### src/rtl/core/bmic_pkg.sv
// Shared types, constants and register addresses of the bank mapper core.
`default_nettype none
package bmic_pkg;

  localparam int MODE_W      = 2;
  localparam int ADDR_W      = 16;
  localparam int DATA_W      = 8;
  localparam int MAPPED_W    = 21;
  localparam int MASK_W      = 8;
  localparam int CNT_W       = 16;
  localparam int CFG_INDEX_W = 2;
  localparam int CFG_DATA_W  = 8;

  localparam int PRG_BANK_BITS_DEF = 8;
  localparam int CHR_BANK_BITS_DEF = 8;

  localparam int PRG_SLOTS = 4;
  localparam int CHR_SLOTS = 8;

  localparam logic [ADDR_W-1:0] REG_IRQ_ACK   = 16'h4501;
  localparam logic [ADDR_W-1:0] REG_CNT_LO    = 16'h4502;
  localparam logic [ADDR_W-1:0] REG_CNT_HI    = 16'h4503;
  localparam logic [ADDR_W-1:0] REG_PRG_FIRST = 16'h4504;
  localparam logic [ADDR_W-1:0] REG_PRG_LAST  = 16'h4507;
  localparam logic [ADDR_W-1:0] REG_CHR_FIRST = 16'h4510;
  localparam logic [ADDR_W-1:0] REG_CHR_LAST  = 16'h4517;

  localparam logic [DATA_W-1:0] PRG_RESET_0 = 8'h00;
  localparam logic [DATA_W-1:0] PRG_RESET_1 = 8'h01;
  localparam logic [DATA_W-1:0] PRG_RESET_2 = 8'hFE;
  localparam logic [DATA_W-1:0] PRG_RESET_3 = 8'hFF;

  localparam logic [CFG_INDEX_W-1:0] CFG_PRG_MASK = 2'd0;
  localparam logic [CFG_INDEX_W-1:0] CFG_CHR_MASK = 2'd1;
  localparam logic [CFG_INDEX_W-1:0] CFG_CHR_ROM  = 2'd2;

  typedef enum logic [MODE_W-1:0] {
    MODE_WRITE = 2'd0,
    MODE_TICK  = 2'd1,
    MODE_PRG   = 2'd2,
    MODE_CHR   = 2'd3
  } bmic_mode_t;

  typedef struct packed {
    bmic_mode_t          mode;
    logic [ADDR_W-1:0]   address;
    logic [DATA_W-1:0]   value;
  } bmic_item_t;

  typedef struct packed {
    logic irq_pending;
    logic irq_next;
  } bmic_status_t;

endpackage
`default_nettype wire

### src/rtl/core/bmic_if.sv
// Valid/ready channel interfaces for the command and result streams.
`default_nettype none
interface bmic_in_if import bmic_pkg::*; ();
  logic              valid;
  logic              ready;
  logic [MODE_W-1:0] mode;
  logic [ADDR_W-1:0] address;
  logic [DATA_W-1:0] value;

  modport source (output valid, output mode, output address, output value, input ready);
  modport sink (input valid, input mode, input address, input value, output ready);
endinterface

interface bmic_out_if import bmic_pkg::*; ();
  logic                valid;
  logic                ready;
  logic                irq_line;
  logic [MAPPED_W-1:0] mapped_address;
  logic                target_is_ram;

  modport source (output valid, output irq_line, output mapped_address, output target_is_ram,
                  input ready);
  modport sink (input valid, input irq_line, input mapped_address, input target_is_ram,
                output ready);
endinterface
`default_nettype wire

### src/rtl/core/bmic_state.sv
// Bank registers, IRQ counter and the register write decode.
`default_nettype none
module bmic_state import bmic_pkg::*; #(
  parameter int PRG_BANK_BITS = PRG_BANK_BITS_DEF,
  parameter int CHR_BANK_BITS = CHR_BANK_BITS_DEF
) (
  input  logic                     clk,
  input  logic                     rst,
  input  logic                     step,
  input  bmic_item_t               item,
  output logic [PRG_BANK_BITS-1:0] prg_banks [PRG_SLOTS],
  output logic [CHR_BANK_BITS-1:0] chr_banks [CHR_SLOTS],
  output bmic_status_t             status
);

  logic [PRG_BANK_BITS-1:0] prg_banks_next [PRG_SLOTS];
  logic [CHR_BANK_BITS-1:0] chr_banks_next [CHR_SLOTS];
  logic [CNT_W-1:0]         tick_counter;
  logic [CNT_W-1:0]         tick_counter_next;
  logic                     count_enable;
  logic                     count_enable_next;
  logic                     irq_pending;
  logic                     irq_pending_next;

  always_comb begin
    prg_banks_next    = prg_banks;
    chr_banks_next    = chr_banks;
    tick_counter_next = tick_counter;
    count_enable_next = count_enable;
    irq_pending_next  = irq_pending;
    case (item.mode)
      MODE_WRITE: begin
        if (item.address == REG_IRQ_ACK) begin
          count_enable_next = 1'b0;
          irq_pending_next  = 1'b0;
        end else if (item.address == REG_CNT_LO) begin
          tick_counter_next = {tick_counter[CNT_W-1:DATA_W], item.value};
        end else if (item.address == REG_CNT_HI) begin
          count_enable_next = 1'b1;
          tick_counter_next = {item.value, tick_counter[DATA_W-1:0]};
        end else if (item.address inside {[REG_PRG_FIRST:REG_PRG_LAST]}) begin
          prg_banks_next[item.address[1:0]] = item.value[PRG_BANK_BITS-1:0];
        end else if (item.address inside {[REG_CHR_FIRST:REG_CHR_LAST]}) begin
          chr_banks_next[item.address[2:0]] = item.value[CHR_BANK_BITS-1:0];
        end
      end
      MODE_TICK: begin
        if (count_enable) begin
          // The incremented count reaching 0xFFFF wraps to zero and raises the IRQ.
          if (&tick_counter[CNT_W-1:1]) begin
            tick_counter_next = '0;
            irq_pending_next  = 1'b1;
          end else begin
            tick_counter_next = tick_counter + 1'b1;
          end
        end
      end
      default: begin
      end
    endcase
  end

  always_ff @(posedge clk) begin
    if (rst) begin
      prg_banks[0] <= PRG_RESET_0[PRG_BANK_BITS-1:0];
      prg_banks[1] <= PRG_RESET_1[PRG_BANK_BITS-1:0];
      prg_banks[2] <= PRG_RESET_2[PRG_BANK_BITS-1:0];
      prg_banks[3] <= PRG_RESET_3[PRG_BANK_BITS-1:0];
      for (int i = 0; i < CHR_SLOTS; i++) begin
        chr_banks[i] <= '0;
      end
      tick_counter <= '0;
      count_enable <= 1'b0;
      irq_pending  <= 1'b0;
    end else if (step) begin
      prg_banks    <= prg_banks_next;
      chr_banks    <= chr_banks_next;
      tick_counter <= tick_counter_next;
      count_enable <= count_enable_next;
      irq_pending  <= irq_pending_next;
    end
  end

  assign status.irq_pending = irq_pending;
  assign status.irq_next    = irq_pending_next;

endmodule
`default_nettype wire

### src/rtl/core/bmic_xlate.sv
// PRG and CHR address translation through the bank registers.
`default_nettype none
module bmic_xlate import bmic_pkg::*; #(
  parameter int PRG_BANK_BITS = PRG_BANK_BITS_DEF,
  parameter int CHR_BANK_BITS = CHR_BANK_BITS_DEF
) (
  input  bmic_item_t               item,
  input  logic [PRG_BANK_BITS-1:0] prg_banks [PRG_SLOTS],
  input  logic [CHR_BANK_BITS-1:0] chr_banks [CHR_SLOTS],
  input  logic [MASK_W-1:0]        prg_bank_mask,
  input  logic [MASK_W-1:0]        chr_bank_mask,
  input  logic                     chr_rom_present,
  output logic [MAPPED_W-1:0]      mapped_address,
  output logic                     target_is_ram
);

  logic [MASK_W-1:0] prg_bank;
  logic [MASK_W-1:0] chr_bank;

  assign prg_bank = MASK_W'(prg_banks[item.address[14:13]]) & prg_bank_mask;
  assign chr_bank = MASK_W'(chr_banks[item.address[12:10]]) & chr_bank_mask;

  always_comb begin
    mapped_address = '0;
    target_is_ram  = 1'b0;
    case (item.mode)
      MODE_PRG: begin
        if (item.address[15]) begin
          mapped_address = {prg_bank, item.address[12:0]};
        end
      end
      MODE_CHR: begin
        mapped_address = MAPPED_W'({chr_bank, item.address[9:0]});
        target_is_ram  = ~chr_rom_present;
      end
      default: begin
      end
    endcase
  end

endmodule
`default_nettype wire

### src/rtl/core/bank_mapper_with_irq_counter_core.sv
// Top level of the bank mapper with IRQ counter: channel registers and configuration.
//
//   Channel | Dir | Payload                                   | Handshake
//   cmd     | in  | mode, address, value                      | valid/ready
//   res     | out | irq_line, mapped_address, target_is_ram   | valid/ready
//   cfg     | in  | cfg_index, cfg_data                       | cfg_we
//
// One transaction per cycle is sustained while res.ready stays high; each command passes through
// the input register and then the result register; decode, bank lookup and the counter
// increment sit between them. Reset is synchronous. When a result is held, the input register
// keeps its transaction and cmd.ready drops.
`default_nettype none
module bank_mapper_with_irq_counter_core import bmic_pkg::*; #(
  parameter int PRG_BANK_BITS = PRG_BANK_BITS_DEF,
  parameter int CHR_BANK_BITS = CHR_BANK_BITS_DEF
) (
  input  logic                   clk,
  input  logic                   rst,
  bmic_in_if.sink                cmd,
  bmic_out_if.source             res,
  input  logic                   cfg_we,
  input  logic [CFG_INDEX_W-1:0] cfg_index,
  input  logic [CFG_DATA_W-1:0]  cfg_data
);

  logic                     s1_valid;
  bmic_item_t               s1_item;
  logic                     advance;
  logic                     out_valid;
  logic                     out_irq;
  logic [MAPPED_W-1:0]      out_mapped;
  logic                     out_ram;
  logic [MASK_W-1:0]        prg_bank_mask;
  logic [MASK_W-1:0]        chr_bank_mask;
  logic                     chr_rom_present;
  logic [PRG_BANK_BITS-1:0] prg_banks [PRG_SLOTS];
  logic [CHR_BANK_BITS-1:0] chr_banks [CHR_SLOTS];
  bmic_status_t             status;
  logic [MAPPED_W-1:0]      xl_mapped;
  logic                     xl_ram;

  assign advance   = s1_valid && (!out_valid || res.ready);
  assign cmd.ready = !s1_valid || advance;

  always_ff @(posedge clk) begin
    if (rst) begin
      prg_bank_mask   <= '1;
      chr_bank_mask   <= '1;
      chr_rom_present <= 1'b1;
    end else if (cfg_we) begin
      case (cfg_index)
        CFG_PRG_MASK: prg_bank_mask   <= cfg_data[MASK_W-1:0];
        CFG_CHR_MASK: chr_bank_mask   <= cfg_data[MASK_W-1:0];
        CFG_CHR_ROM:  chr_rom_present <= cfg_data[0];
        default: begin
        end
      endcase
    end
  end

  always_ff @(posedge clk) begin
    if (rst) begin
      s1_valid <= 1'b0;
    end else if (cmd.ready) begin
      s1_valid <= cmd.valid;
    end
  end

  always_ff @(posedge clk) begin
    if (cmd.valid && cmd.ready) begin
      s1_item.mode    <= bmic_mode_t'(cmd.mode);
      s1_item.address <= cmd.address;
      s1_item.value   <= cmd.value;
    end
  end

  bmic_state #(
    .PRG_BANK_BITS(PRG_BANK_BITS),
    .CHR_BANK_BITS(CHR_BANK_BITS)
  ) u_state (
    .clk       (clk),
    .rst       (rst),
    .step      (advance),
    .item      (s1_item),
    .prg_banks (prg_banks),
    .chr_banks (chr_banks),
    .status    (status)
  );

  bmic_xlate #(
    .PRG_BANK_BITS(PRG_BANK_BITS),
    .CHR_BANK_BITS(CHR_BANK_BITS)
  ) u_xlate (
    .item            (s1_item),
    .prg_banks       (prg_banks),
    .chr_banks       (chr_banks),
    .prg_bank_mask   (prg_bank_mask),
    .chr_bank_mask   (chr_bank_mask),
    .chr_rom_present (chr_rom_present),
    .mapped_address  (xl_mapped),
    .target_is_ram   (xl_ram)
  );

  always_ff @(posedge clk) begin
    if (rst) begin
      out_valid <= 1'b0;
    end else if (advance) begin
      out_valid <= 1'b1;
    end else if (res.ready) begin
      out_valid <= 1'b0;
    end
  end

  always_ff @(posedge clk) begin
    if (advance) begin
      out_irq    <= status.irq_next;
      out_mapped <= xl_mapped;
      out_ram    <= xl_ram;
    end
  end

  assign res.valid          = out_valid;
  assign res.irq_line       = out_irq;
  assign res.mapped_address = out_mapped;
  assign res.target_is_ram  = out_ram;

`ifndef SYNTHESIS
  a_irq_rise_from_tick: assert property (@(posedge clk) disable iff (rst)
    $rose(status.irq_pending) |-> $past(advance && s1_item.mode == MODE_TICK))
    else $error("IRQ raised without an enabled tick");

  a_stall_holds_item: assert property (@(posedge clk) disable iff (rst)
    s1_valid && !advance |=> s1_valid && $stable(s1_item))
    else $error("Input register lost a stalled transaction");

  a_ram_is_chr_range: assert property (@(posedge clk) disable iff (rst)
    out_valid && out_ram |-> out_mapped[MAPPED_W-1:18] == '0)
    else $error("CHR RAM offset outside the CHR range");
`endif

endmodule
`default_nettype wire

### src/flat_wrapper.sv
// flat-port wrapper written by rule: the top's interface ports become plain ports
module bank_mapper_with_irq_counter_core_flat import bmic_pkg::*;
#(
  parameter int PRG_BANK_BITS = PRG_BANK_BITS_DEF,
  parameter int CHR_BANK_BITS = CHR_BANK_BITS_DEF
)
  (clk, rst, cfg_we, cfg_index, cfg_data, cmd_valid, cmd_mode, cmd_address, cmd_value, cmd_ready, res_valid, res_irq_line, res_mapped_address, res_target_is_ram, res_ready);
  bmic_in_if cmd_i ();
  bmic_out_if res_i ();
  input  logic clk;
  input  logic rst;
  input  logic cfg_we;
  input  logic [CFG_INDEX_W-1:0] cfg_index;
  input  logic [CFG_DATA_W-1:0] cfg_data;
  input wire logic [$bits(cmd_i.valid)-1:0] cmd_valid;
  input wire logic [$bits(cmd_i.mode)-1:0] cmd_mode;
  input wire logic [$bits(cmd_i.address)-1:0] cmd_address;
  input wire logic [$bits(cmd_i.value)-1:0] cmd_value;
  output wire logic [$bits(cmd_i.ready)-1:0] cmd_ready;
  output wire logic [$bits(res_i.valid)-1:0] res_valid;
  output wire logic [$bits(res_i.irq_line)-1:0] res_irq_line;
  output wire logic [$bits(res_i.mapped_address)-1:0] res_mapped_address;
  output wire logic [$bits(res_i.target_is_ram)-1:0] res_target_is_ram;
  input wire logic [$bits(res_i.ready)-1:0] res_ready;
  assign cmd_i.valid = cmd_valid;
  assign cmd_i.mode = cmd_mode;
  assign cmd_i.address = cmd_address;
  assign cmd_i.value = cmd_value;
  assign cmd_ready = cmd_i.ready;
  assign res_valid = res_i.valid;
  assign res_irq_line = res_i.irq_line;
  assign res_mapped_address = res_i.mapped_address;
  assign res_target_is_ram = res_i.target_is_ram;
  assign res_i.ready = res_ready;
  bank_mapper_with_irq_counter_core #(.PRG_BANK_BITS(PRG_BANK_BITS), .CHR_BANK_BITS(CHR_BANK_BITS)) u_core (.clk(clk), .rst(rst), .cmd(cmd_i), .res(res_i), .cfg_we(cfg_we), .cfg_index(cfg_index), .cfg_data(cfg_data));
endmodule
### config.mk
export PLATFORM = sky130hd
export DESIGN_NAME = bank_mapper_with_irq_counter_core_flat
export DESIGN_NICKNAME = d
export VERILOG_FILES = /design/src/rtl/core/bmic_pkg.sv /design/src/rtl/core/bmic_if.sv /design/src/rtl/core/bmic_state.sv /design/src/rtl/core/bmic_xlate.sv /design/src/rtl/core/bank_mapper_with_irq_counter_core.sv /design/src/flat_wrapper.sv
export SDC_FILE = /design/constraint.sdc
export NUM_CORES = 1
export LEC_CHECK = 0
export BUFFER_PORTS_ARGS = -buffer_cell sky130_fd_sc_hd__buf_2
export CORE_ASPECT_RATIO = 1.75
export CORE_MARGIN = 2
export CORE_UTILIZATION = 60
export DETAILED_ROUTE_END_ITERATION = 12
export HOLD_SLACK_MARGIN = 0.05
export PLACE_DENSITY = 0.78
export SLEW_MARGIN = 40
export SYNTH_ARGS = -nofsm -noshare
export SYNTH_HDL_FRONTEND = slang
export SYNTH_SLANG_ARGS = --single-unit
### constraint.sdc
create_clock -name clk -period 5.7 [get_ports clk]
set_input_delay 0.285 -clock clk [delete_from_list [all_inputs] [get_ports clk]]
set_output_delay 0.285 -clock clk [all_outputs]
set_load 0.05 [all_outputs]
* Word-level counts from Yosys, hierarchy flattened *
Index checks and enable logic that the tools add are counted.

storage, ports and cells
  input port bits = 41
  flip-flop bits (word level) = 182
  memory bits (writable) = 0
  output and inout bits = 25
  memories = 0
  logic and storage cells = 116
  bits in latches = 0
  ROM bits = 0

cells by class
  shift operators = 0
  muxes and demuxes = 29
  eq/ne operators = 14
  reductions and logical operators = 24
  add/sub/neg operators = 1
  bitwise logic cells = 11
  $mul = 0
  divide/modulo/power cells = 0
  order comparisons = 10

operators with widths
  kind                                                                                number
  16-bit 2-to-1 mux                                                                   5
  64-bit bitwise mux                                                                  1
  16-bit by 15-bit equality test with 1-bit output, second input constant             3
  8-bit 2-to-1 mux                                                                    6
  21-bit one-hot mux with 2 select lines                                              1
  32-bit bitwise mux                                                                  1
  16-bit by 15-bit >= comparator with 1-bit output, second input constant             2
  16-bit by 15-bit less-or-equal comparator with 1-bit output, second input constant  2
  16-bit one-hot mux with 2 select lines                                              1
  8-bit binary-select mux with 3-bit select                                           1
  8-bit demux with 3-bit select                                                       1
  21-bit 2-to-1 mux                                                                   1
  16-bit by 1-bit adder with 16-bit output, second input constant                     1
  8-bit bitwise AND                                                                   2
  8-bit binary-select mux with 2-bit select                                           1
  8-bit demux with 2-bit select                                                       1
  15-bit AND reduction                                                                1
  2-bit inequality test, second input constant                                        6
  6-bit AND reduction                                                                 2
  4-bit >= comparator, second input constant                                          2
  1-bit 2-to-1 mux                                                                    8
  3-bit NOT with 4-bit output                                                         2
  7-bit AND reduction                                                                 1
  2-bit equality test, second input constant                                          3
  other kinds (15)                                                                    34

* Depth between registers and ports, before layout *
Gate-level depths: netlist of the first run.

  depth after elaboration = 7
  gate-level depth with buffers = 7
  mapped depth without buffers = 6

* By module *
From an unflattened synthesis of the first run, not the netlist that was laid out.

second synthesis, totals
  cells, all modules = 739
  area, all modules = 8066.5 um2

by module, submodules not included
  module                             area an instance (um2)  seq. area each (um2)  instances  cells an instance
  bmic_state                         4906.0                  2282.2                1          510
  bank_mapper_with_irq_counter_core  2195.9                  1851.8                1          114
  bmic_xlate                         964.7                   0.0                   1          115

* Worst setup path after synthesis of the first run *
No wires, ideal clock.

  kind = register -> register
  from = reg u_core.out_valid (netlist: u_core.res.valid)
  to = reg u_core.s1_item[0] (netlist bit), enable pin
  clock period less this slack = 2.208 ns
  buffers on the path = 0
  data required time = 5.315 ns
  arrival time = 1.823 ns
  library setup time = 0.385 ns
  slack = 3.492 ns
  cell stages (with the launch flop) = 4
  cells stage by stage = dfxtp_1 -> nor2b_1 -> nand2_1 -> and2_1

on the way
  longest elaborated chain between the ends = 5

ends and longest elaborated chain
  what                    line                                      text
  from (decl)             bank_mapper_with_irq_counter_core.sv:29   logic out_valid;
  from (signal assigned)  bank_mapper_with_irq_counter_core.sv:106  out_valid <= 1'b0;
  from (signal assigned)  bank_mapper_with_irq_counter_core.sv:108  out_valid <= 1'b1;
  from (signal assigned)  bank_mapper_with_irq_counter_core.sv:110  out_valid <= 1'b0;
  1-bit zero test         bank_mapper_with_irq_counter_core.sv:42   assign advance = s1_valid && (!out_valid || res.ready);
  1-bit logical OR        bank_mapper_with_irq_counter_core.sv:42
  1-bit logical AND       bank_mapper_with_irq_counter_core.sv:42
  1-bit logical OR        bank_mapper_with_irq_counter_core.sv:43   assign cmd.ready = !s1_valid || advance;
  named net cmd_ready     flat_wrapper.sv:19                        output wire logic [$bits(cmd_i.ready)-1:0] cmd_ready;
  1-bit logical AND       bank_mapper_with_irq_counter_core.sv:70   if (cmd.valid && cmd.ready) begin
  to (decl)               bank_mapper_with_irq_counter_core.sv:27   bmic_item_t s1_item;

The timed path passes the listed nets, and every way through them passes these cells.
A chain may end at the register's enable or synchronous reset.

* Final worst setup path of the first run *
  from = reg u_core.s1_item[22] (netlist bit)
  to = reg u_core.u_state.chr_banks[6] (netlist bit)

on the way
  longest elaborated chain between the ends = 4
  elaborated cells on any way between the ends = 14
  those cells by class = order compare: 4; eq/ne: 3; bitwise: 4; reduce/logical: 3

ends and longest elaborated chain
  what                                                                                                                             line              text
  16-bit by 15-bit >= comparator with 1-bit output or 16-bit by 15-bit less-or-equal comparator with 1-bit output (tied branches)  bmic_state.sv:41  end else if (item.address inside {[REG_PRG_FIRST:REG_PRG_LAST]}) begin
  1-bit logical AND                                                                                                                bmic_state.sv:41
  1-bit NOT (no line)                                                                                                              --
  7-bit AND reduction (no line) *                                                                                                  --
  to (signal assigned)                                                                                                             bmic_state.sv:77  chr_banks <= chr_banks_next;
  to (decl)                                                                                                                        bmic_state.sv:12  output logic [CHR_BANK_BITS-1:0] chr_banks [CHR_SLOTS],

Mark *: on every way between the ends. The rest lies on a longest branch, timed or not.

==> metrics.txt, run 1 <==
unrepaired setup endpoints after global routing no; Flop pwr share between 50% and 60%; gr usage total around 29%; Psw 694 uW; crit-path max FO 18; R2R cell count 5; met2 global-route usage about half; CTS Buf Count 17; # nets final about 870; Yosys reg bits around 180; Final Cycle Share around half; Comb pwr share between 5 and 6%; gpl congestion approximately 0.95; Peak VDD IR between 0.00015 and 0.0002 V; vias in the first global route between 6000 and 7000; Avg WL per Cell 19.5 um; Inst Count DP approximately 960; Core Footprint approximately 0.013 mm2; placed inst area ~0.0084 mm2; GR peak layer met2; H-tree levels 4; synthesized cell area around 0.0080 mm2; Hold Slack between 0.07 and 0.08 ns; Yosys cell types between 50 and 60; DP HPWL around 13000 um; # rows between 50 and 60; clock tree buffer depth 2; Starting DRT DRC Count between 300 and 400; DRT Wirelength ~20000 um; Startpoint Class flop; clock sink count approximately 180; largest net degree at the start of global routing ~100; Post-synth top flop dfxtp_1; Max-Cap Viols 0; Routed Antenna Nets 0; chip height between 150 and 200 um; asr flop ratio synth 0%; final hold violation count 0; Hold EP u_core.s1_valid$_SDFFE_PP0N_; final setup violation count 0; postcts setup bufs 0; fillers about 940; f_max 0.346 GHz; Leak roughly 3.4 nW; Syn Inst Count 761; Net Sw Frac around a quarter; synthesis-to-layout area growth 15.9%; CP arrival 3.17 ns; CP Data Required Time 5.98 ns; PnR Total Power 2.70 mW; status completed; FF-to-FF Start u_core.s1_item[22]$_DFFE_PP_; Mapped Nets 803; Worst Tran Pin Value around 0.86 ns; Slew headroom a little over two fifths; Hold WC Path Type in -> reg; post-route worst setup slack roughly 2.8 ns; Setup WS pre-CTS about 2.8 ns; final core utilization between 70% and 80%; Reg2Reg Capture Point u_core.u_state.chr_banks[6]$_SDFFE_PP0P_; post-cts gate resize count 0; DR pass1 iterations 5; Post-CTS Hold Buffers 26; CP Capture Type flop; Initial Utilization slightly above 60%; hold-critical path depth 3; worst hold start cmd_valid; Synthesis Warnings 0; CP Class reg -> reg; port buffer count 65; worst skew pair latency around 0.43 ns; layout cell share with drive strength beyond 1 between 10% and 20%; Residual DRC 0; minimum clock period 2.89 ns; TNS Setup 0 ns; vias 6138; Final Skew between 0.01 and 0.015 ns; max-slew violation count 0; antenna cells 0; clock share of power between 40% and 50%; first-pass GRT wire length between 30000 and 40000 um; CTS tree built; Power Density 292 mW/mm2; io pins 66; grt ovf 0; routing usage on met3 roughly 5.7%; Final Cell Area slightly above 0.009 mm2; Post-synth EDFFs between 40 and 50; internal power approximately 2.0 mW; initial antenna violation count 0; clock-pin slew on the worst setup and hold paths 0.07 ns; met1 Use GR 31.2%; R2R setup slack between 2 and 3 ns; Die W slightly above 90 um; CTS root buffer clkbuf_16; register area share after synthesis between 50 and 60%; vias per std cell between 6 and 7; final std cells w/o fill 1014; syn avg cell area approximately 10 um2; Total Die Area approximately 0.014 mm2
-- state kept, by name, summed over array words and instances, names as in the netlist, 8 cells and up --
name	flops
u_core.u_state.tick_counter	16
u_core.res.mapped_address	21
u_core.prg_bank_mask	8
u_core.u_state.prg_banks	32
u_core.chr_bank_mask	8
u_core.u_state.chr_banks	64
u_core.s1_item	26
-- cell usage in the layout, fill, tap and decap left out, drive strengths merged, types with 3 or more instances in the layout --
master       Yosys  routed
o32ai            3       3
o31ai            4       4
nor2b            6       6
nor4             9       9
edfxtp          49      49
nor4b            4       4
o2111ai          5       5
nor3            20      20
nand3           15      15
or4              3       3
clkbuf          33      18
a211oi          12      12
a221oi           7       7
o31a             3       3
and2            13      13
a32o             3       3
mux2             8       8
o21ai           12      12
nor2            62      62
a21oi           49      49
xor2             4       4
dlygate4sd3      0      26
mux2i           87      87
or3              7       7
nand4            9       9
clkinv           0       3
buf             15      72
mux4            16      16
dfxtp          133     133
inv              7      18
nor3b            4       4
nand2b           4       4
nand2          135     135
-- power by group through the flow --
stage	Sequential, mW	Clock, mW	Combinational [mW]
CTS	1.39	1.16	0.153
global placement	1.43	0	0.126
global route	1.40	1.21	0.166
detailed placement	1.42	0	0.138
floorplan	1.42	0	0.0847
finish	1.39	1.15	0.155
-- worst max-delay path: stages (launching register included) --
cell and delay, ns:
edfxtp_1 0.80, nor3b_4 0.37, nand4_4 0.36, or4_1 0.88
mux2i_1 0.27, nor2_1 0.07
-- final cells by class --
class | count | area, um2 | area share, %
repair buffers | 98 | 657 | 7.12
inverters | 7 | 26.3 | 0.285
flip-flops and latches | 182 | 4130 | 44.8
multi-input cells | 524 | 3620 | 39.2
well taps | 171 | 214 | 2.32
clock buffers | 18 | 429 | 4.65
clock inverters | 14 | 153 | 1.65
-- cell usage after synthesis, types with 4 or more instances --
library cell  instances  share of area [%]
nor3_1               18                1.1
mux4_2               16                4.5
dfxtp_1             133                 33
nand2b_1              4               0.31
xor2_1                4               0.44
buf_1                 6               0.28
nor2_1               62                2.9
a221oi_1              7               0.77
and2_1               13                1.0
nand3_1              15               0.94
inv_1                 7               0.33
nor4b_1               4               0.44
o21ai_0              12               0.75
mux2_2                8                1.1
nand2_1             134                6.3
o2111ai_1             5               0.55
buf_2                 5               0.31
nor2b_1               6               0.47
or3_1                 7               0.55
edfxtp_1             49                 18
clkbuf_1             33                1.6
nand4_1               8               0.63
nor4_4                7                1.9
a21oi_1              49                3.1
mux2i_1              87                 11
a211oi_1             12                1.1
-- worst max path at each step --
stage | start | to | slack (ns) | cells past startpoint
5_1_grt | u_core.s1_item[22]$_DFFE_PP_ | u_core.u_state.chr_banks[6]$_SDFFE_PP0P_ | 2.67 | 5
2_1_floorplan | u_core.res.valid$_SDFFE_PP0P_ | u_core.s1_item[0]$_DFFE_PP_ | 3.49 | 3
4_1_cts | u_core.s1_item[22]$_DFFE_PP_ | u_core.u_state.prg_banks[25]$_SDFFE_PP0P_ | 2.82 | 5
6_report | u_core.s1_item[22]$_DFFE_PP_ | u_core.u_state.chr_banks[6]$_SDFFE_PP0P_ | 2.81 | 5
3_5_place_dp | u_core.s1_item[22]$_DFFE_PP_ | u_core.u_state.prg_banks[25]$_SDFFE_PP0P_ | 2.85 | 5
3_3_place_gp | u_core.s1_item[18]$_DFFE_PP_ | u_core.u_state.prg_banks[28]$_SDFFE_PP0P_ | 2.83 | 5
-- cell families after synthesis --
family / after synthesis / synth area share [%]
AO/OA/AOI/OAI: 108 / 8.75
XOR/XNOR: 5 / 0.550
adder cells (fa/ha/maj): 1 / 0.157
buffers and inverters: 55 / 2.95
flip-flops: 182 / 51.9
multiplexers: 111 / 16.6
AND/OR/NAND/NOR: 299 / 19.1
-- routing by layer --
metal,wire length [um],part of all wire [%]
met1,7270,37
met4,1030,5.2
met3,963,4.9
met2,10500,53
met5,0,0
No activity file was read; power rests on OpenSTA's default activity.
==> run 2: changes to the inputs <==
Settings changed: ABC_AREA from default to 1, CORE_UTILIZATION 60 to 54, PLACE_DENSITY 0.78 to 0.74.
Clock period 5.7 ns to 2.4 ns, I/O delays scaled along.
==> run 2 against run 1 <==
Synthesized cell count is 46% higher; die area grew 18%; critical path depth rose by 2; maximum frequency rose by 52%; worst setup slack got worse by 2.3 ns; final area grew 7.4%; wire length grew 13%; clock skew down 0.0030 ns; first-iteration DRC count up 68%.
==> metrics.txt, run 2 <==
dominant cell type by area after synthesis dfxtp_1; CP arrival 2.22 ns (-0.95 ns); worst skew pair latency 0.43 ns (about the same); R2R cell count 7 (+2); register area share after synthesis 48.8% (-3.1 points); worst hold start cfg_index[1]; Startpoint Class flop; Final Cycle Share 79.4% (+29 points); Inst Count DP 1337 (+40%); post-synth top area share 31.4% (-2.0 points); Leak 4.32 nW (+28%); Hold EP u_core.chr_rom_present$_SDFFE_PP1P_; Slew headroom 52.4% (+10 points); Post-synth top flop dfxtp_1; Die W 98.7 um (+8.3%); hold-critical path depth 3 (unchanged); Starting DRT DRC Count 595 (+68%); antenna cells 0 (unchanged); Reg2Reg Capture Point u_core.u_state.chr_banks[42]$_SDFFE_PP0P_; Synthesis Warnings 0 (unchanged); Residual DRC 0 (unchanged); Buf/Inv on CP 1 (+1); chip height 170 um (+8.5%); clock tree buffer depth 2 (unchanged); vias in the first global route 7181 (+12%); most frequent cells in the layout nand2_1 (214), inv_1 (151), nor2_1 (148); final setup violation count 0 (unchanged); Mapped Nets 1156 (+44%); DR pass1 iterations 5 (unchanged); synthesis-to-layout area growth 17.1%; Hold WC Path Type in -> reg; clock sink count 182 (unchanged); postcts setup bufs 0 (unchanged); unrepaired setup endpoints after global routing no; Syn Inst Count 1114 (+46%); FF-to-FF Start u_core.s1_item[23]$_DFFE_PP_; port buffer count 65 (unchanged); Routed Antenna Nets 0 (unchanged); Yosys reg bits 182 (unchanged); layout cell share with drive strength beyond 1 12.4% (-5.4 points); CP Depth 7 (+2); TNS Setup 0 ns (unchanged); gr usage total 26.8% (-2.0 points); most common cell in the netlist nand2_1; Worst Tran Pin Value 0.713 ns (-0.149 ns); Post-synth EDFFs 49 (unchanged); Max-Cap Viols 0 (unchanged); final std cells w/o fill 1408 (+39%); synthesized cell area 0.00847 mm2 (+6.4%); crit-path max FO 16 (-2); CP Class reg -> reg; DP HPWL 15400 um (+18%); Yosys cell types 32 (-42%); grt ovf 0 (unchanged); CP Capture Type flop; CP Data Required Time 2.71 ns (-3.27 ns); Total Die Area 0.0167 mm2 (+18%); Final Skew 0.00975 ns (-0.00300 ns); minimum clock period 1.91 ns (-0.987 ns); DRT Wirelength 22300 um (+13%); initial antenna violation count 0 (unchanged); # rows 60 (+9.1%); Top delay family on crit path simple AND/OR/NAND/NOR gates; most common cell after layout, fill and taps aside nand2_1; vias 7567 (+23%); vias per std cell 5.37 (-11%); critical-path cell list nor2_1 -> nand2_1 -> nor2_4 -> buf_4 -> nand4_4 -> o21ai_0 -> a21oi_1; CP max stage cell edfxtp_1; first-pass GRT wire length 35300 um (+10%); asr flop ratio synth 0% (unchanged); synth top area cells dfxtp_1 (31%), edfxtp_1 (17%), nand2_1 (9.5%); final hold violation count 0 (unchanged); Power Density 675 mW/mm2 (+130%); gpl congestion 0.976 (+2.9%); CTS tree built; Largest register FFs 64 (unchanged); CP max stage delay 0.43 ns (-0.45 ns); CTS Buf Count 17 (unchanged); # nets final 1251 (+43%); Initial Utilization 55.0% (-6.5 points); status completed; Core Footprint 0.0154 mm2 (+19%); H-tree levels 4 (unchanged); Reg with most FFs u_core.u_state.chr_banks; clock-pin slew on the worst setup and hold paths 0.07 ns (about the same); R2R setup slack 0.49 ns (-2.31 ns); f_max 0.525 GHz (+52%); Peak VDD IR 0.000487 V (+160%); CTS root buffer clkbuf_16; max-slew violation count 0 (unchanged); Avg WL per Cell 15.8 um (-19%); top flop regs u_core.u_state.chr_banks x64, u_core.u_state.prg_banks x32, u_core.s1_item x26; syn avg cell area 7.60 um2 (-27%); io pins 66 (unchanged); Post-synth top cells nand2_1 (214), inv_1 (152), nor2_1 (148); largest net degree at the start of global routing 53 (-48%)
==> run 2: per-layer routing <==
metal | global-route usage, % | wire length [um] | up-vias
met3 | 4.04 | 954 | 68
li1 | - | - | 3795
met2 | 48.8 | 11600 | 238
met1 | 29.4 | 8530 | 3466
met5 | 0 | 0 | -
met4 | 15.1 | 1240 | 0
==> run 2: report_power, final <==
part	switching [mW]	internal (mW)
clock network	1.31	1.48
registers	0.0754	3.23
logic	0.402	0.199
total	1.79	4.91
==> run 2: final cells by class <==
cell class                 instances  area, um2
fill                            1340       5470
sequential                       182       4130
multi-input combinational        722       3470
timing repair buffer             128        908
inverter                         158        593
clock buffer                      17        425
tap                              186        233
clock inverter                    15        156
==> run 2: cells by family after synthesis <==
family,share of synthesized area [%]
simple gates,24.6
compound gates,15.8
buf+inv,10.3
flops,48.8
xor+xnor,0.310
fa+ha+maj,0.148
==> run 2: worst min-delay path, cell delays in order <==
cell	delay, ns
buf_2	0.12
nand3_1	0.10
o21ai_0	0.08
==> run 2: metrics by stage <==
step	power (mW)	setup slack, ns	hold slack, ns	instance area [um2]	utilization [%]
final	6.70	0.494	0.0480	9920	64.4
after global routing	6.90	0.305	0.0844	9920	64.4
after CTS	6.71	0.499	0.0521	9920	64.4
after detailed placement	3.92	0.557	0.298	8940	58.1
after global placement	3.91	0.573	0.296	8940	58.1
after floorplan	3.71	0.191	0.189	8480	-
==> run 2: worst max path at each step <==
stage,end,start
2_1_floorplan,u_core.u_state.chr_banks[13]$_SDFFE_PP0P_,u_core.res.valid$_SDFFE_PP0P_
3_5_place_dp,u_core.u_state.chr_banks[32]$_SDFFE_PP0P_,u_core.s1_item[19]$_DFFE_PP_
4_1_cts,u_core.u_state.prg_banks[13]$_SDFFE_PP1P_,u_core.s1_item[15]$_DFFE_PP_
5_1_grt,u_core.u_state.chr_banks[9]$_SDFFE_PP0P_,u_core.s1_item[23]$_DFFE_PP_
6_report,u_core.u_state.chr_banks[42]$_SDFFE_PP0P_,u_core.s1_item[23]$_DFFE_PP_
3_3_place_gp,u_core.res.mapped_address[11]$_SDFFCE_PN0P_,u_core.s1_item[18]$_DFFE_PP_
==> run 2: what timing repair did <==
action,4_1_cts,5_1_grt
gates resized for setup,0,0
hold buffers,39,0
hold endpoints to repair,45,0
